==> src/cst_pkg.sv <==
package cst_pkg;

   // field widths of one table entry
   localparam int KEY_W   = 8;
   localparam int COUNT_W = 16;
   localparam logic [COUNT_W-1:0] COUNT_MAX = '1;

   // width of index fields on the result channel
   localparam int OUT_IDX_W = 5;

   // request kinds
   typedef enum logic [2:0] {
      KIND_ADD    = 3'd0,
      KIND_REMOVE = 3'd1,
      KIND_NEXT   = 3'd2,
      KIND_PREV   = 3'd3,
      KIND_UP     = 3'd4,
      KIND_DOWN   = 3'd5
   } kind_type;

   // register indexes on the configuration port
   localparam logic REG_ROW_WIDTH = 1'b0;

   // scan result flags handed from the compare unit to the sequencer
   typedef struct packed {
      logic               match_found;
      logic               empty_found;
      logic [COUNT_W-1:0] match_count;
   } scan_flags_type;

endpackage

==> src/cst_table.sv <==
module cst_table import cst_pkg::*; #(
   parameter int SLOTS = 32,
   parameter int IDX_W = 5
) (
   input  logic               clock,
   input  logic               reset,
   input  logic [IDX_W-1:0]   rd_addr,
   output logic [KEY_W-1:0]   rd_key,
   output logic [COUNT_W-1:0] rd_count,
   input  logic               wr_en,
   input  logic [IDX_W-1:0]   wr_addr,
   input  logic [KEY_W-1:0]   wr_key,
   input  logic [COUNT_W-1:0] wr_count
);

   logic [KEY_W-1:0]   key_mem   [SLOTS];
   logic [COUNT_W-1:0] count_mem [SLOTS];
   logic [SLOTS-1:0]   valid_ff;
   logic [SLOTS-1:0]   valid_in;
   logic               rd_valid_ff;
   logic [KEY_W-1:0]   rd_key_ff;
   logic [COUNT_W-1:0] rd_count_ff;

   // entry written at least once since reset
   always_comb begin
      valid_in = valid_ff;
      if (wr_en) begin
         valid_in[wr_addr] = 1'b1;
      end
   end

   always_ff @(posedge clock) begin
      if (reset) begin
         valid_ff <= '0;
      end else begin
         valid_ff <= valid_in;
      end
   end

   // one write port, one registered read port
   always_ff @(posedge clock) begin
      if (wr_en) begin
         key_mem[wr_addr]   <= wr_key;
         count_mem[wr_addr] <= wr_count;
      end
      rd_valid_ff <= valid_ff[rd_addr];
      rd_key_ff   <= key_mem[rd_addr];
      rd_count_ff <= count_mem[rd_addr];
   end

   // unwritten entries read as empty
   assign rd_key   = rd_valid_ff ? rd_key_ff : '0;
   assign rd_count = rd_valid_ff ? rd_count_ff : '0;

endmodule

==> src/cst_scan.sv <==
module cst_scan import cst_pkg::*; #(
   parameter int IDX_W = 5
) (
   input  logic               clock,
   input  logic               reset,
   input  logic               clear,
   input  logic               issue_valid,
   input  logic [IDX_W-1:0]   issue_idx,
   input  logic [KEY_W-1:0]   target_key,
   input  logic [KEY_W-1:0]   rd_key,
   input  logic [COUNT_W-1:0] rd_count,
   output scan_flags_type     flags,
   output logic [IDX_W-1:0]   match_idx,
   output logic [IDX_W-1:0]   empty_idx
);

   logic               tag_valid_ff;
   logic               tag_valid_in;
   logic [IDX_W-1:0]   tag_idx_ff;
   scan_flags_type     flags_ff;
   scan_flags_type     flags_in;
   logic [IDX_W-1:0]   match_idx_ff;
   logic [IDX_W-1:0]   match_idx_in;
   logic [IDX_W-1:0]   empty_idx_ff;
   logic [IDX_W-1:0]   empty_idx_in;
   logic               key_hit;
   logic               key_empty;

   // the shared key compare, one entry per cycle
   assign key_hit   = (rd_key == target_key);
   assign key_empty = (rd_key == '0);
   assign tag_valid_in = issue_valid;

   // keep the lowest matching and the lowest empty entry
   always_comb begin
      flags_in     = flags_ff;
      match_idx_in = match_idx_ff;
      empty_idx_in = empty_idx_ff;
      if (clear) begin
         flags_in = '0;
      end else if (tag_valid_ff) begin
         if (key_hit && !flags_ff.match_found) begin
            flags_in.match_found = 1'b1;
            flags_in.match_count = rd_count;
            match_idx_in         = tag_idx_ff;
         end
         if (key_empty && !flags_ff.empty_found) begin
            flags_in.empty_found = 1'b1;
            empty_idx_in         = tag_idx_ff;
         end
      end
   end

   always_ff @(posedge clock) begin
      if (reset) begin
         tag_valid_ff <= 1'b0;
         flags_ff     <= '0;
      end else begin
         tag_valid_ff <= tag_valid_in;
         flags_ff     <= flags_in;
      end
      tag_idx_ff   <= issue_idx;
      match_idx_ff <= match_idx_in;
      empty_idx_ff <= empty_idx_in;
   end

   assign flags     = flags_ff;
   assign match_idx = match_idx_ff;
   assign empty_idx = empty_idx_ff;

endmodule

==> src/counted_slot_table_with_cursor.sv <==
// channel   | dir | handshake          | payload
// req_      | in  | tvalid / tready    | tdata: item_key, initial_count; tuser: kind
// rsp_      | out | tvalid / tready    | tdata: touched, index, key, count; tuser: ok
// csr_      | in  | psel / penable     | row_width at byte address 0
//
// add and remove scan every slot through one compare unit, one slot per cycle,
// then decide and write back, read the cursor slot and register the result;
// cursor moves and unused kinds skip the scan and go to the cursor slot read
// req_tready is high only while idle; a waiting result holds the last step
// reset clears cursor and every slot's valid bit and sets row width to 5
module counted_slot_table_with_cursor import cst_pkg::*; #(
   parameter int SLOTS = 32
) (
   input  logic         clock,
   input  logic         reset,
   input  logic         req_tvalid,
   output logic         req_tready,
   input  logic [23:0]  req_tdata,   // item_key [7:0], initial_count [23:8]
   input  logic [2:0]   req_tuser,   // kind [2:0]
   output logic         rsp_tvalid,
   input  logic         rsp_tready,
   output logic [39:0]  rsp_tdata,   // slot_touched [4:0], selected_index [9:5],
                                     // selected_key [17:10], selected_count [33:18]
   output logic [0:0]   rsp_tuser,   // ok [0]
   input  logic         csr_psel,
   input  logic         csr_penable,
   input  logic         csr_pwrite,
   input  logic [2:0]   csr_paddr,
   input  logic [31:0]  csr_pwdata,
   output logic [31:0]  csr_prdata,
   output logic         csr_pready
);

   localparam int IDX_W = (SLOTS > 1) ? $clog2(SLOTS) : 1;
   localparam int CW    = IDX_W + 1;
   localparam int RW_W  = 6;
   localparam int RW_N  = 1 << RW_W;
   localparam logic [CW-1:0] SLOTS_V = CW'(SLOTS);
   localparam logic [RW_W-1:0] ROW_WIDTH_RST = RW_W'(5);

   typedef enum logic [2:0] {
      ST_IDLE,
      ST_SCAN,
      ST_DECIDE,
      ST_CUR_RD,
      ST_CUR_WAIT
   } state_type;

   state_type          state_ff, state_in;
   logic [IDX_W-1:0]   cursor_ff, cursor_in;
   logic [2:0]         kind_ff, kind_in;
   logic [KEY_W-1:0]   key_ff, key_in;
   logic [COUNT_W-1:0] init_ff, init_in;
   logic [CW-1:0]      scan_cnt_ff, scan_cnt_in;
   logic               ok_ff, ok_in;
   logic [IDX_W-1:0]   touched_ff, touched_in;
   logic               rsp_valid_ff, rsp_valid_in;
   logic [39:0]        rsp_data_ff, rsp_data_in;
   logic               rsp_ok_ff, rsp_ok_in;
   logic [RW_W-1:0]    row_width_ff, row_width_in;

   logic [IDX_W-1:0]   step_tab [RW_N];
   logic [IDX_W-1:0]   step;
   logic [CW-1:0]      cur_ext;
   logic [CW-1:0]      step_ext;
   logic [CW-1:0]      cur_sum;
   logic [IDX_W-1:0]   cursor_move;

   logic               req_xfer;
   logic               csr_write;
   logic               scan_clear;
   logic               issue_valid;
   logic [IDX_W-1:0]   rd_addr;
   logic [KEY_W-1:0]   rd_key;
   logic [COUNT_W-1:0] rd_count;
   logic               wr_en;
   logic [IDX_W-1:0]   wr_addr;
   logic [KEY_W-1:0]   wr_key;
   logic [COUNT_W-1:0] wr_count;
   scan_flags_type     flags;
   logic [IDX_W-1:0]   match_idx;
   logic [IDX_W-1:0]   empty_idx;
   logic               out_free;
   logic [IDX_W+4:0]   touched_wide;
   logic [IDX_W+4:0]   index_wide;

   // configuration register
   assign csr_pready = 1'b1;
   assign csr_write  = csr_psel && csr_penable && csr_pwrite && csr_pready;
   assign csr_prdata = (csr_paddr[2] == REG_ROW_WIDTH) ? {26'd0, row_width_ff} : '0;

   always_comb begin
      row_width_in = row_width_ff;
      if (csr_write && (csr_paddr[2] == REG_ROW_WIDTH)) begin
         row_width_in = csr_pwdata[RW_W-1:0];
      end
   end

   // row width reduced modulo the table size
   for (genvar g = 0; g < RW_N; g++) begin : g_step
      assign step_tab[g] = IDX_W'(g % SLOTS);
   end
   assign step = step_tab[row_width_ff];

   // cursor arithmetic for the four move kinds
   assign cur_ext  = {1'b0, cursor_ff};
   assign step_ext = {1'b0, step};
   always_comb begin
      cur_sum = cur_ext;
      unique case (req_tuser)
         KIND_NEXT: begin
            cur_sum = (cur_ext + CW'(1) >= SLOTS_V) ? '0 : cur_ext + CW'(1);
         end
         KIND_PREV: begin
            cur_sum = (cur_ext == '0) ? SLOTS_V - CW'(1) : cur_ext - CW'(1);
         end
         KIND_UP: begin
            cur_sum = (cur_ext >= step_ext) ? cur_ext - step_ext
                                            : cur_ext + SLOTS_V - step_ext;
         end
         KIND_DOWN: begin
            cur_sum = (cur_ext + step_ext >= SLOTS_V) ? cur_ext + step_ext - SLOTS_V
                                                      : cur_ext + step_ext;
         end
         default: begin
            cur_sum = cur_ext;
         end
      endcase
   end
   assign cursor_move = cur_sum[IDX_W-1:0];

   // table storage and the shared scan compare
   assign rd_addr = (state_ff == ST_SCAN) ? scan_cnt_ff[IDX_W-1:0] : cursor_ff;

   cst_table #(
      .SLOTS (SLOTS),
      .IDX_W (IDX_W)
   ) u_table (
      .clock    (clock),
      .reset    (reset),
      .rd_addr  (rd_addr),
      .rd_key   (rd_key),
      .rd_count (rd_count),
      .wr_en    (wr_en),
      .wr_addr  (wr_addr),
      .wr_key   (wr_key),
      .wr_count (wr_count)
   );

   cst_scan #(
      .IDX_W (IDX_W)
   ) u_scan (
      .clock       (clock),
      .reset       (reset),
      .clear       (scan_clear),
      .issue_valid (issue_valid),
      .issue_idx   (scan_cnt_ff[IDX_W-1:0]),
      .target_key  (key_ff),
      .rd_key      (rd_key),
      .rd_count    (rd_count),
      .flags       (flags),
      .match_idx   (match_idx),
      .empty_idx   (empty_idx)
   );

   // result packing
   assign touched_wide = {5'd0, touched_ff};
   assign index_wide   = {5'd0, cursor_ff};
   assign out_free     = !rsp_valid_ff || rsp_tready;
   assign req_tready   = (state_ff == ST_IDLE);
   assign req_xfer     = req_tvalid && req_tready;

   // sequencer
   always_comb begin
      state_in    = state_ff;
      cursor_in   = cursor_ff;
      kind_in     = kind_ff;
      key_in      = key_ff;
      init_in     = init_ff;
      scan_cnt_in = scan_cnt_ff;
      ok_in       = ok_ff;
      touched_in  = touched_ff;
      rsp_data_in = rsp_data_ff;
      rsp_ok_in   = rsp_ok_ff;
      rsp_valid_in = rsp_valid_ff && !rsp_tready;
      scan_clear  = 1'b0;
      issue_valid = 1'b0;
      wr_en       = 1'b0;
      wr_addr     = match_idx;
      wr_key      = key_ff;
      wr_count    = flags.match_count;

      unique case (state_ff)
         ST_IDLE: begin
            if (req_xfer) begin
               kind_in     = req_tuser;
               key_in      = req_tdata[7:0];
               init_in     = req_tdata[23:8];
               touched_in  = '0;
               scan_cnt_in = '0;
               if (req_tuser == KIND_ADD || req_tuser == KIND_REMOVE) begin
                  scan_clear = 1'b1;
                  ok_in      = 1'b0;
                  state_in   = ST_SCAN;
               end else begin
                  cursor_in = cursor_move;
                  ok_in     = (req_tuser == KIND_NEXT) || (req_tuser == KIND_PREV) ||
                              (req_tuser == KIND_UP) || (req_tuser == KIND_DOWN);
                  state_in  = ST_CUR_RD;
               end
            end
         end
         ST_SCAN: begin
            // last read lands in the cycle after the last address
            if (scan_cnt_ff < SLOTS_V) begin
               issue_valid = 1'b1;
               scan_cnt_in = scan_cnt_ff + CW'(1);
            end else begin
               state_in = ST_DECIDE;
            end
         end
         ST_DECIDE: begin
            state_in = ST_CUR_RD;
            if (kind_ff == KIND_ADD) begin
               if (key_ff != '0 && flags.match_found) begin
                  wr_en      = 1'b1;
                  wr_count   = (flags.match_count == COUNT_MAX) ? COUNT_MAX
                                                                : flags.match_count +
                                                                  COUNT_W'(1);
                  ok_in      = 1'b1;
                  touched_in = match_idx;
               end else if (key_ff != '0 && flags.empty_found) begin
                  wr_en      = 1'b1;
                  wr_addr    = empty_idx;
                  wr_count   = init_ff;
                  ok_in      = 1'b1;
                  touched_in = empty_idx;
               end
            end else if (flags.match_found) begin
               // remove: clear the slot once its count runs out
               wr_en      = 1'b1;
               ok_in      = 1'b1;
               touched_in = match_idx;
               if (flags.match_count <= COUNT_W'(1)) begin
                  wr_key   = '0;
                  wr_count = '0;
               end else begin
                  wr_count = flags.match_count - COUNT_W'(1);
               end
            end
         end
         ST_CUR_RD: begin
            state_in = ST_CUR_WAIT;
         end
         ST_CUR_WAIT: begin
            if (out_free) begin
               rsp_valid_in = 1'b1;
               rsp_ok_in    = ok_ff;
               rsp_data_in  = {6'd0, rd_count, rd_key, index_wide[4:0],
                               ok_ff ? touched_wide[4:0] : 5'd0};
               state_in     = ST_IDLE;
            end
         end
         default: begin
            state_in = ST_IDLE;
         end
      endcase
   end

   always_ff @(posedge clock) begin
      if (reset) begin
         state_ff     <= ST_IDLE;
         cursor_ff    <= '0;
         rsp_valid_ff <= 1'b0;
         row_width_ff <= ROW_WIDTH_RST;
      end else begin
         state_ff     <= state_in;
         cursor_ff    <= cursor_in;
         rsp_valid_ff <= rsp_valid_in;
         row_width_ff <= row_width_in;
      end
      kind_ff     <= kind_in;
      key_ff      <= key_in;
      init_ff     <= init_in;
      scan_cnt_ff <= scan_cnt_in;
      ok_ff       <= ok_in;
      touched_ff  <= touched_in;
      rsp_data_ff <= rsp_data_in;
      rsp_ok_ff   <= rsp_ok_in;
   end

   assign rsp_tvalid = rsp_valid_ff;
   assign rsp_tdata  = rsp_data_ff;
   assign rsp_tuser  = rsp_ok_ff;

endmodule

==> config.mk <==
export PLATFORM = sky130hd
export DESIGN_NAME = counted_slot_table_with_cursor
export DESIGN_NICKNAME = d
export VERILOG_FILES = /design/src/cst_pkg.sv /design/src/cst_table.sv /design/src/cst_scan.sv /design/src/counted_slot_table_with_cursor.sv
export SDC_FILE = /design/constraint.sdc
export NUM_CORES = 1
export LEC_CHECK = 0
export ABC_CLOCK_PERIOD_IN_PS = 3600
export BUFFER_PORTS_ARGS = -buffer_cell sky130_fd_sc_hd__buf_2
export CAP_MARGIN = 20
export CORE_UTILIZATION = 56
export CTS_CLUSTER_DIAMETER = 200
export CTS_CLUSTER_SIZE = 28
export DETAILED_ROUTE_END_ITERATION = 12
export PLACE_DENSITY = 0.76
export SKIP_CTS_REPAIR_TIMING = 1
export SYNTH_ARGS = -nofsm -noshare
export SYNTH_HDL_FRONTEND = slang
export SYNTH_SLANG_ARGS = --single-unit
==> constraint.sdc <==
create_clock -name clock -period 3.6 [get_ports clock]
set_clock_uncertainty 0.1 [all_clocks]
set_input_delay 0.36 -clock clock [delete_from_list [all_inputs] [get_ports clock]]
set_output_delay 0.36 -clock clock [all_outputs]
set_load 0.03 [all_outputs]
==> metrics.yaml, run 1 <==
synth:
  syn_inst: 2997
  netlist_area_um2: 42300
  synth_edf_count: 852
  synthArstFlopShare_pct: 0
  synth-warning-count: 0
  avgSynthCellArea_um2: 14.1
  ys.flop_type: "edfxtp_1"
  ys_ff_latch: 948
  synth_area_leaders: "edfxtp_1, mux4_2, dfxtp_1, mux2i_1, nand2_1"
  synth_cell_type_count: 80
  yosysTopAreaCellShare_pct: 60.5
  synth.largest_area_cell: "edfxtp_1"
  synth-seq-area-share_pct: 65.1
power:
  p_int_mw: 15.7
  p_comb_share_pct: 16.4
  pwr-share-clk_pct: 25.4
  switching_share_pct: 27.4
  vdd_ir_drop_max_v: 0.000424
  seqPwrFrac_pct: 58.2
  p_switching_mw: 5.92
  p_leak_nw: 15.2
  power_density_nw_per_um2: 467
clock_network:
  cts_htree_levels: 2
  cts_root_buffer: "clkbuf_16"
  clk_latency_ns: 0.64
  clk_pin_slew_ns: 0.12
  clock_sinks: 948
  cts_tree: "yes"
  clock_path_buffers: 3
  numCtsBuffers: 39
placed_design:
  pre_cts_slack_ns: 0.280
  place.detailed.hpwl_um: 76500
  port_buffers: 83
  gp_congestion: 0.933
setup_path:
  cp_max_fo: 32
  crit_family: "simple AND/OR/NAND/NOR gates"
  cp_slowest_cell: "or4_1"
  cp-end-kind: "flip-flop"
  crit_chain: "or4_4, or4_1, o21ai_4, buf_4, nand4bb_1, a31oi_1, a21o_1, buf_4"
  critPathRequiredTime_ns: 3.83
  worstSetupPathType: "reg -> reg"
  critPathLaunchType: "flip-flop"
  rrSetupSlack_ns: 0.24
  cpMostUsedCell: "buf_4"
  r2r_end: "u_table.count_mem[17][14]"
  max_stage_delay_ns: 0.63
  critical_path_depth: 8
  crit_arrival_ns: 3.59
  reg2reg_from: "u_scan.flags[6]"
  crit_buf_inv: 2
  rr_worst_depth: 8
floorplanning:
  start_util_pct: 56.7
  die_h_um: 277
  fp.dieW_um: 277
  io_pins: 145
  core_area_um2: 74600
  rows: 100
  dieArea_um2: 76600
timing:
  achievable-frequency_ghz: 0.297
  setup_violations: 0
  rsz0062_at_grt: "no"
  fin_ws_ns: 0.238
  period_share_pct: 93.4
  finalSetupTns_ns: 0
  period_needed_ns: 3.36
  relSlewSlack_pct: 19.3
  hold_viol: 0
  drv_slew: 0
  tightest_slew_ns: 1.21
  holdWs_ns: 0.0154
routing:
  wl_um: 119000
  drcViolationCount: 0
  num_vias: 28300
  dr.pass1.iters: 8
  ant_nets: 0
  wire_per_inst_um: 29.3
  vias_per_cell: 6.93
  drt_iter0_drc: 4006
status:
  status: "finished, final reports clean"
layout:
  nNetsFinal: 3166
  area_growth_syn_to_layout_pct: 9.30
  fillers: 5381
  drive_gt1_share_pct: 15.7
global_routing:
  grt_pass1_vias: 27400
  grt_max_degree: 85
  antenna_found_initial: 3
  grt.total_usage_pct: 30.8
  grt_overflow: 0
  grt_pass1_wl_um: 176000
run:
  cap_violations: 0
hold_path:
  hp-start: "req_tvalid"
  hold_class: "in -> reg"
  min_path_cells: 3
  min_to: "state_ff[0]"
-- cell usage in the layout (no fill, tap or decap), types with 47 or more instances in the layout --
cell type / netlist / final
nand4_1: 56 / 56
o21ai_0: 99 / 96
mux2i_1: 165 / 163
a21oi_1: 88 / 86
nor3_1: 92 / 89
nand2_1: 327 / 327
nor2_1: 86 / 77
buf_2: 54 / 83
buf_12: 0 / 49
a32oi_1: 79 / 79
buf_4: 48 / 103
a22oi_1: 49 / 49
nand3_1: 93 / 93
edfxtp_1: 852 / 852
mux4_2: 127 / 127
inv_1: 47 / 47
dfxtp_1: 96 / 94
-- flip-flops by register name, summed over array words and instances (netlist names), 3 cells and up --
name,count
u_scan.tag_idx_ff,5
u_scan.match_idx,5
scan_cnt_ff,6
init_ff,16
key_ff,8
kind_ff,3
u_table.valid_ff,32
u_scan.empty_idx,5
u_table.count_mem,512
state_ff,3
u_table.key_mem,256
u_table.rd_key_ff,8
cursor_ff,5
rsp_tdata,34
row_width_ff,6
touched_ff,5
u_table.rd_count_ff,16
u_scan.flags,18
-- metrics by stage --
step	std cells	instance area [um^2]	power [mW]	utilization, %
after floorplan	3028	42400	14.8	-
after global placement	3972	44700	16.1	59.9
after detailed placement	3972	44700	16.2	59.9
after CTS	4044	45800	21.5	61.4
after global routing	4078	46200	22.2	61.9
final	4079	46200	21.6	61.9
-- layout make-up --
class / count / area [um^2] / area share [%]
Clock buffer: 68 / 1080 / 2.35
Antenna cell: 1 / 2.50 / 0.00542
Tap cell: 969 / 1210 / 2.62
Multi-Input combinational cell: 1772 / 13600 / 29.4
Sequential cell: 948 / 27500 / 59.6
Clock inverter: 4 / 78.8 / 0.171
Timing Repair Buffer: 269 / 2530 / 5.47
Inverter: 48 / 180 / 0.390
-- Yosys cell counts (all sizes together) (6+ instances only) --
library cell,count
nor3,92
clkbuf,138
o21a,23
xor2,6
a221oi,26
a21oi,89
o31ai,6
o22ai,10
o21ba,23
ha,17
o2111ai,6
buf,122
dfxtp,96
nor4,12
nor2,86
nand2,327
xnor2,7
or2,7
nand3,93
and3,7
a32oi,79
mux4,127
o211a,21
or4,6
o21ai,116
edfxtp,852
inv,48
mux2,24
a2bb2oi,23
nand3b,14
a21o,6
nand4,56
mux2i,166
o211ai,37
nor2b,7
nand2b,7
and2,44
a22oi,49
a2111oi,22
a211oi,36
nor3b,7
-- logic make-up after synthesis --
family	Yosys count	share of synthesized area, %
and+or+nand+nor	787	8.92
buffers and inverters	308	3.40
DFF	948	65.1
AOI/OAI and AO/OA	603	10.3
xor gates and xnor gates	13	0.269
other	2	0.0178
muxes	317	11.4
adders and majority gates	19	0.598
-- metal layers --
layer	share of wire, %	up-vias	track usage (%)
met1	37	14100	41.5
met2	47	2004	49.2
met5	0.011	-	0
met3	11	316	4.97
li1	-	11800	-
met4	5.3	2	15.3
-- power groups by stage --
stage	sequential (mW)	combinational, mW	clock (mW)
floorplan	12.5	2.31	0
global route	12.6	3.72	5.87
CTS	12.5	3.44	5.52
finish	12.6	3.54	5.47
detailed placement	12.8	3.43	0
global placement	12.8	3.35	0
-- worst min-delay path, delay by kind of cell --
family                 cells  cell delay [ns]
buffers and inverters      1             0.14
AND/OR/NAND/NOR            1             0.13
AO/OA/AOI/OAI              1             0.08
-- worst max-delay path by stage --
| stage | from | endpoint | slack, ns |
|---|---|---|---|
| after global routing | state_ff[0] | u_table.rd_count_ff[9] | 0.13 |
| final | u_scan.flags[6] | u_table.count_mem[17][14] | 0.24 |
| after global placement | u_scan.flags[6] | u_table.count_mem[5][14] | 0.31 |
| after floorplan | key_ff[2] | u_table.count_mem[0][12] | 0.37 |
| after CTS | state_ff[0] | u_table.rd_count_ff[9] | 0.18 |
| after detailed placement | u_scan.flags[6] | u_table.count_mem[5][9] | 0.28 |
Power figures use the tool's default switching activity.
==> run 2: changes to the inputs <==
--- a/config.mk
+++ b/config.mk
@@ -16,4 +16,5 @@
 export SKIP_CTS_REPAIR_TIMING = 1
 export SYNTH_ARGS = -nofsm -noshare
 export SYNTH_HDL_FRONTEND = slang
+export SYNTH_HIERARCHICAL = 1
 export SYNTH_SLANG_ARGS = --single-unit
==> constraint.sdc (replaced) <==
create_clock -name clock -period 3.6 [get_ports clock]
set_clock_uncertainty 0.1 [all_clocks]
set_input_delay 1.08 -clock clock [delete_from_list [all_inputs] [get_ports clock]]
set_output_delay 1.08 -clock clock [all_outputs]
set_load 0.03 [all_outputs]
==> run 2 against run 1 <==
Compared with the run above: sequential power down 3%; utilization down 0.22 points; first-iteration DRC count down 46%; setup slack better by 0.023 ns; count of clock-buffer cells in the layout down 6; combinational power down 30%; via count down 22%; fmax up 0.68%; global-route usage down 6.9 points; critical path type unchanged.
==> metrics.yaml, run 2 <==
clock_network:
  cts_root_buffer: "clkbuf_16"
  clk_pin_slew_ns: 0.10
  numCtsBuffers: 39
  clock_path_buffers: 3
  clock_sinks: 948
  clk_latency_ns: 0.62
  cts_tree: "yes"
  cts_htree_levels: 2
layout:
  largest_reg_flops: 512
  diodes: 0
  fin_area_um2: 42300
  max_flop_register: "u_table/count_mem"
  mostFrequentLayoutCell: "edfxtp_1"
  final_cell_mix: "edfxtp_1, mux2i_1, nand2_1, nor2_1, nand3_1"
  drive_gt1_share_pct: 12.7
  nNetsFinal: 2782
  area_growth_syn_to_layout_pct: 9.22
  final_util_pct: 61.7
timing:
  drv_slew: 0
  rsz0062_at_grt: "no"
  period_needed_ns: 3.34
  period_share_pct: 92.8
  achievable-frequency_ghz: 0.299
  setup_violations: 0
  relSlewSlack_pct: 26.7
  fin_ws_ns: 0.261
  tightest_slew_ns: 1.10
  hold_viol: 0
floorplanning:
  die_h_um: 265
  fp.dieW_um: 265
  io_pins: 145
  dieArea_um2: 70300
  rows: 96
  start_util_pct: 56.5
  core_area_um2: 68600
setup_path:
  critPathLaunchType: "flip-flop"
  cp_max_fo: 32
  worstSetupPathType: "reg -> reg"
  cp-end-kind: "flip-flop"
  critPathRequiredTime_ns: 3.76
  crit_arrival_ns: 3.50
global_routing:
  grt_overflow: 0
  grt_max_degree: 66
  grt_pass1_vias: 22000
  grt.total_usage_pct: 23.9
  grt_pass1_wl_um: 128000
  antenna_found_initial: 0
synth:
  ys.flop_type: "edfxtp_1"
  synth.largest_area_cell: "edfxtp_1"
  synth-seq-area-share_pct: 71.0
  synth-warning-count: 6
  synth_cell_type_count: 81
  avgSynthCellArea_um2: 15.1
  synth_area_leaders: "edfxtp_1, mux2i_1, dfxtp_1, nand2_1, a22oi_1"
  yosysTopAreaCellShare_pct: 66.0
  synthArstFlopShare_pct: 0
  synthTopCellsByCount: "edfxtp_1, mux2i_1, nand2_1, nor2_1, nand3_1"
  ys_ff_latch: 948
  yosysMostFrequentCell: "edfxtp_1"
  syn_inst: 2563
  synth_edf_count: 852
  netlist_area_um2: 38800
status:
  status: "finished, final reports clean"
power:
  total_power_mw: 20.0
  p_switching_mw: 4.79
  switching_share_pct: 24.0
  seqPwrFrac_pct: 61.1
  vdd_ir_drop_max_v: 0.000301
  p_comb_share_pct: 12.4
  p_int_mw: 15.2
  pwr-share-clk_pct: 26.5
  p_leak_nw: 13.2
  power_density_nw_per_um2: 472
routing:
  drt_iter0_drc: 2164
  wire_per_inst_um: 23.2
  num_vias: 22000
  dr.pass1.iters: 5
  wl_um: 84800
  vias_per_cell: 6.04
  drcViolationCount: 0
  ant_nets: 0
placed_design:
  place.detailed.hpwl_um: 54500
  gp_congestion: 0.896
  dpl-instance-area_um2: 41100
  pre_cts_slack_ns: 0.399
  port_buffers: 83
run:
  cap_violations: 0
hold_path:
  hold_class: "reg -> reg"
==> run 2: cell count changes after synthesis, sizes merged, moves of 78 or more <==
| cell | previous run | this run |
|---|---|---|
| a32oi | 79 | 1 |
| clkbuf | 138 | 54 |
| nand2 | 327 | 154 |
| mux2i | 166 | 424 |
| mux4 | 127 | 0 |
| o21ai | 116 | 34 |
==> run 2: power by group through the flow <==
stage / combinational [mW] / clock, mW / sequential (mW)
after CTS: 2.45 / 5.40 / 12.2
final: 2.48 / 5.30 / 12.2
after floorplan: 1.77 / 0 / 12.4
after detailed placement: 2.44 / 0 / 12.5
after global routing: 2.63 / 5.77 / 12.2
after global placement: 2.40 / 0 / 12.5
==> run 2: layout make-up <==
class	instances	area [um^2]
multi-input combinational	1445	10300
clock inverter	3	55.1
clock buffer	62	1080
timing repair buffer	230	2100
inverter	30	113
sequential	948	27500
tap	931	1160
fill	4854	26300
==> run 2: through the flow <==
| step | cells | hold WS (ns) | TNS, ns |
|---|---|---|---|
| 2_1_floorplan | 2594 | 0.284 | -81.52 |
| 3_3_place_gp | 3578 | 0.318 | 0 |
| 3_5_place_dp | 3578 | 0.315 | 0 |
| 4_1_cts | 3643 | 0.339 | 0 |
| 5_1_grt | 3649 | 0.360 | 0 |
| 6_report | 3649 | 0.340 | 0 |
==> run 2: routing by layer <==
| layer | share of wire (%) | up-vias | track usage [%] |
|---|---|---|---|
| met3 | 5.9 | 120 | 2.56 |
| met1 | 41 | 11100 | 31.6 |
| li1 | - | 9944 | - |
| met2 | 51 | 844 | 42.1 |
| met4 | 2.3 | 0 | 6.51 |
| met5 | 0 | - | 0 |
==> run 2: logic make-up after synthesis <==
kind of cell / synth area share (%)
adders and majority gates: 0.652
AOI/OAI and AO/OA: 6.25
xor gates and xnor gates: 0.407
DFF: 71.0
buffers and inverters: 3.25
other: 0.0194
muxes: 11.3
and+or+nand+nor: 7.17
==> run 2: final timing paths <==
check / startpoint / to / slack, ns / cells past startpoint
max reg2reg: key_ff[4] / u_table/count_mem[19][1] / 0.26 / 6
min: u_scan/tag_idx_ff[3] / u_scan/match_idx[3] / 0.34 / 0
max: key_ff[4] / u_table/count_mem[19][1] / 0.26 / 6
min reg2reg: u_scan/tag_idx_ff[3] / u_scan/match_idx[3] / 0.34 / 0
==> run 2: worst max-delay path, cell delays in order (launching register included) <==
cell,delay [ns]
edfxtp_1,0.44
nor4_1,0.09
buf_4,0.17
a21oi_1,0.84
o21ai_0,0.23
a21oi_1,0.23
a221o_1,0.86
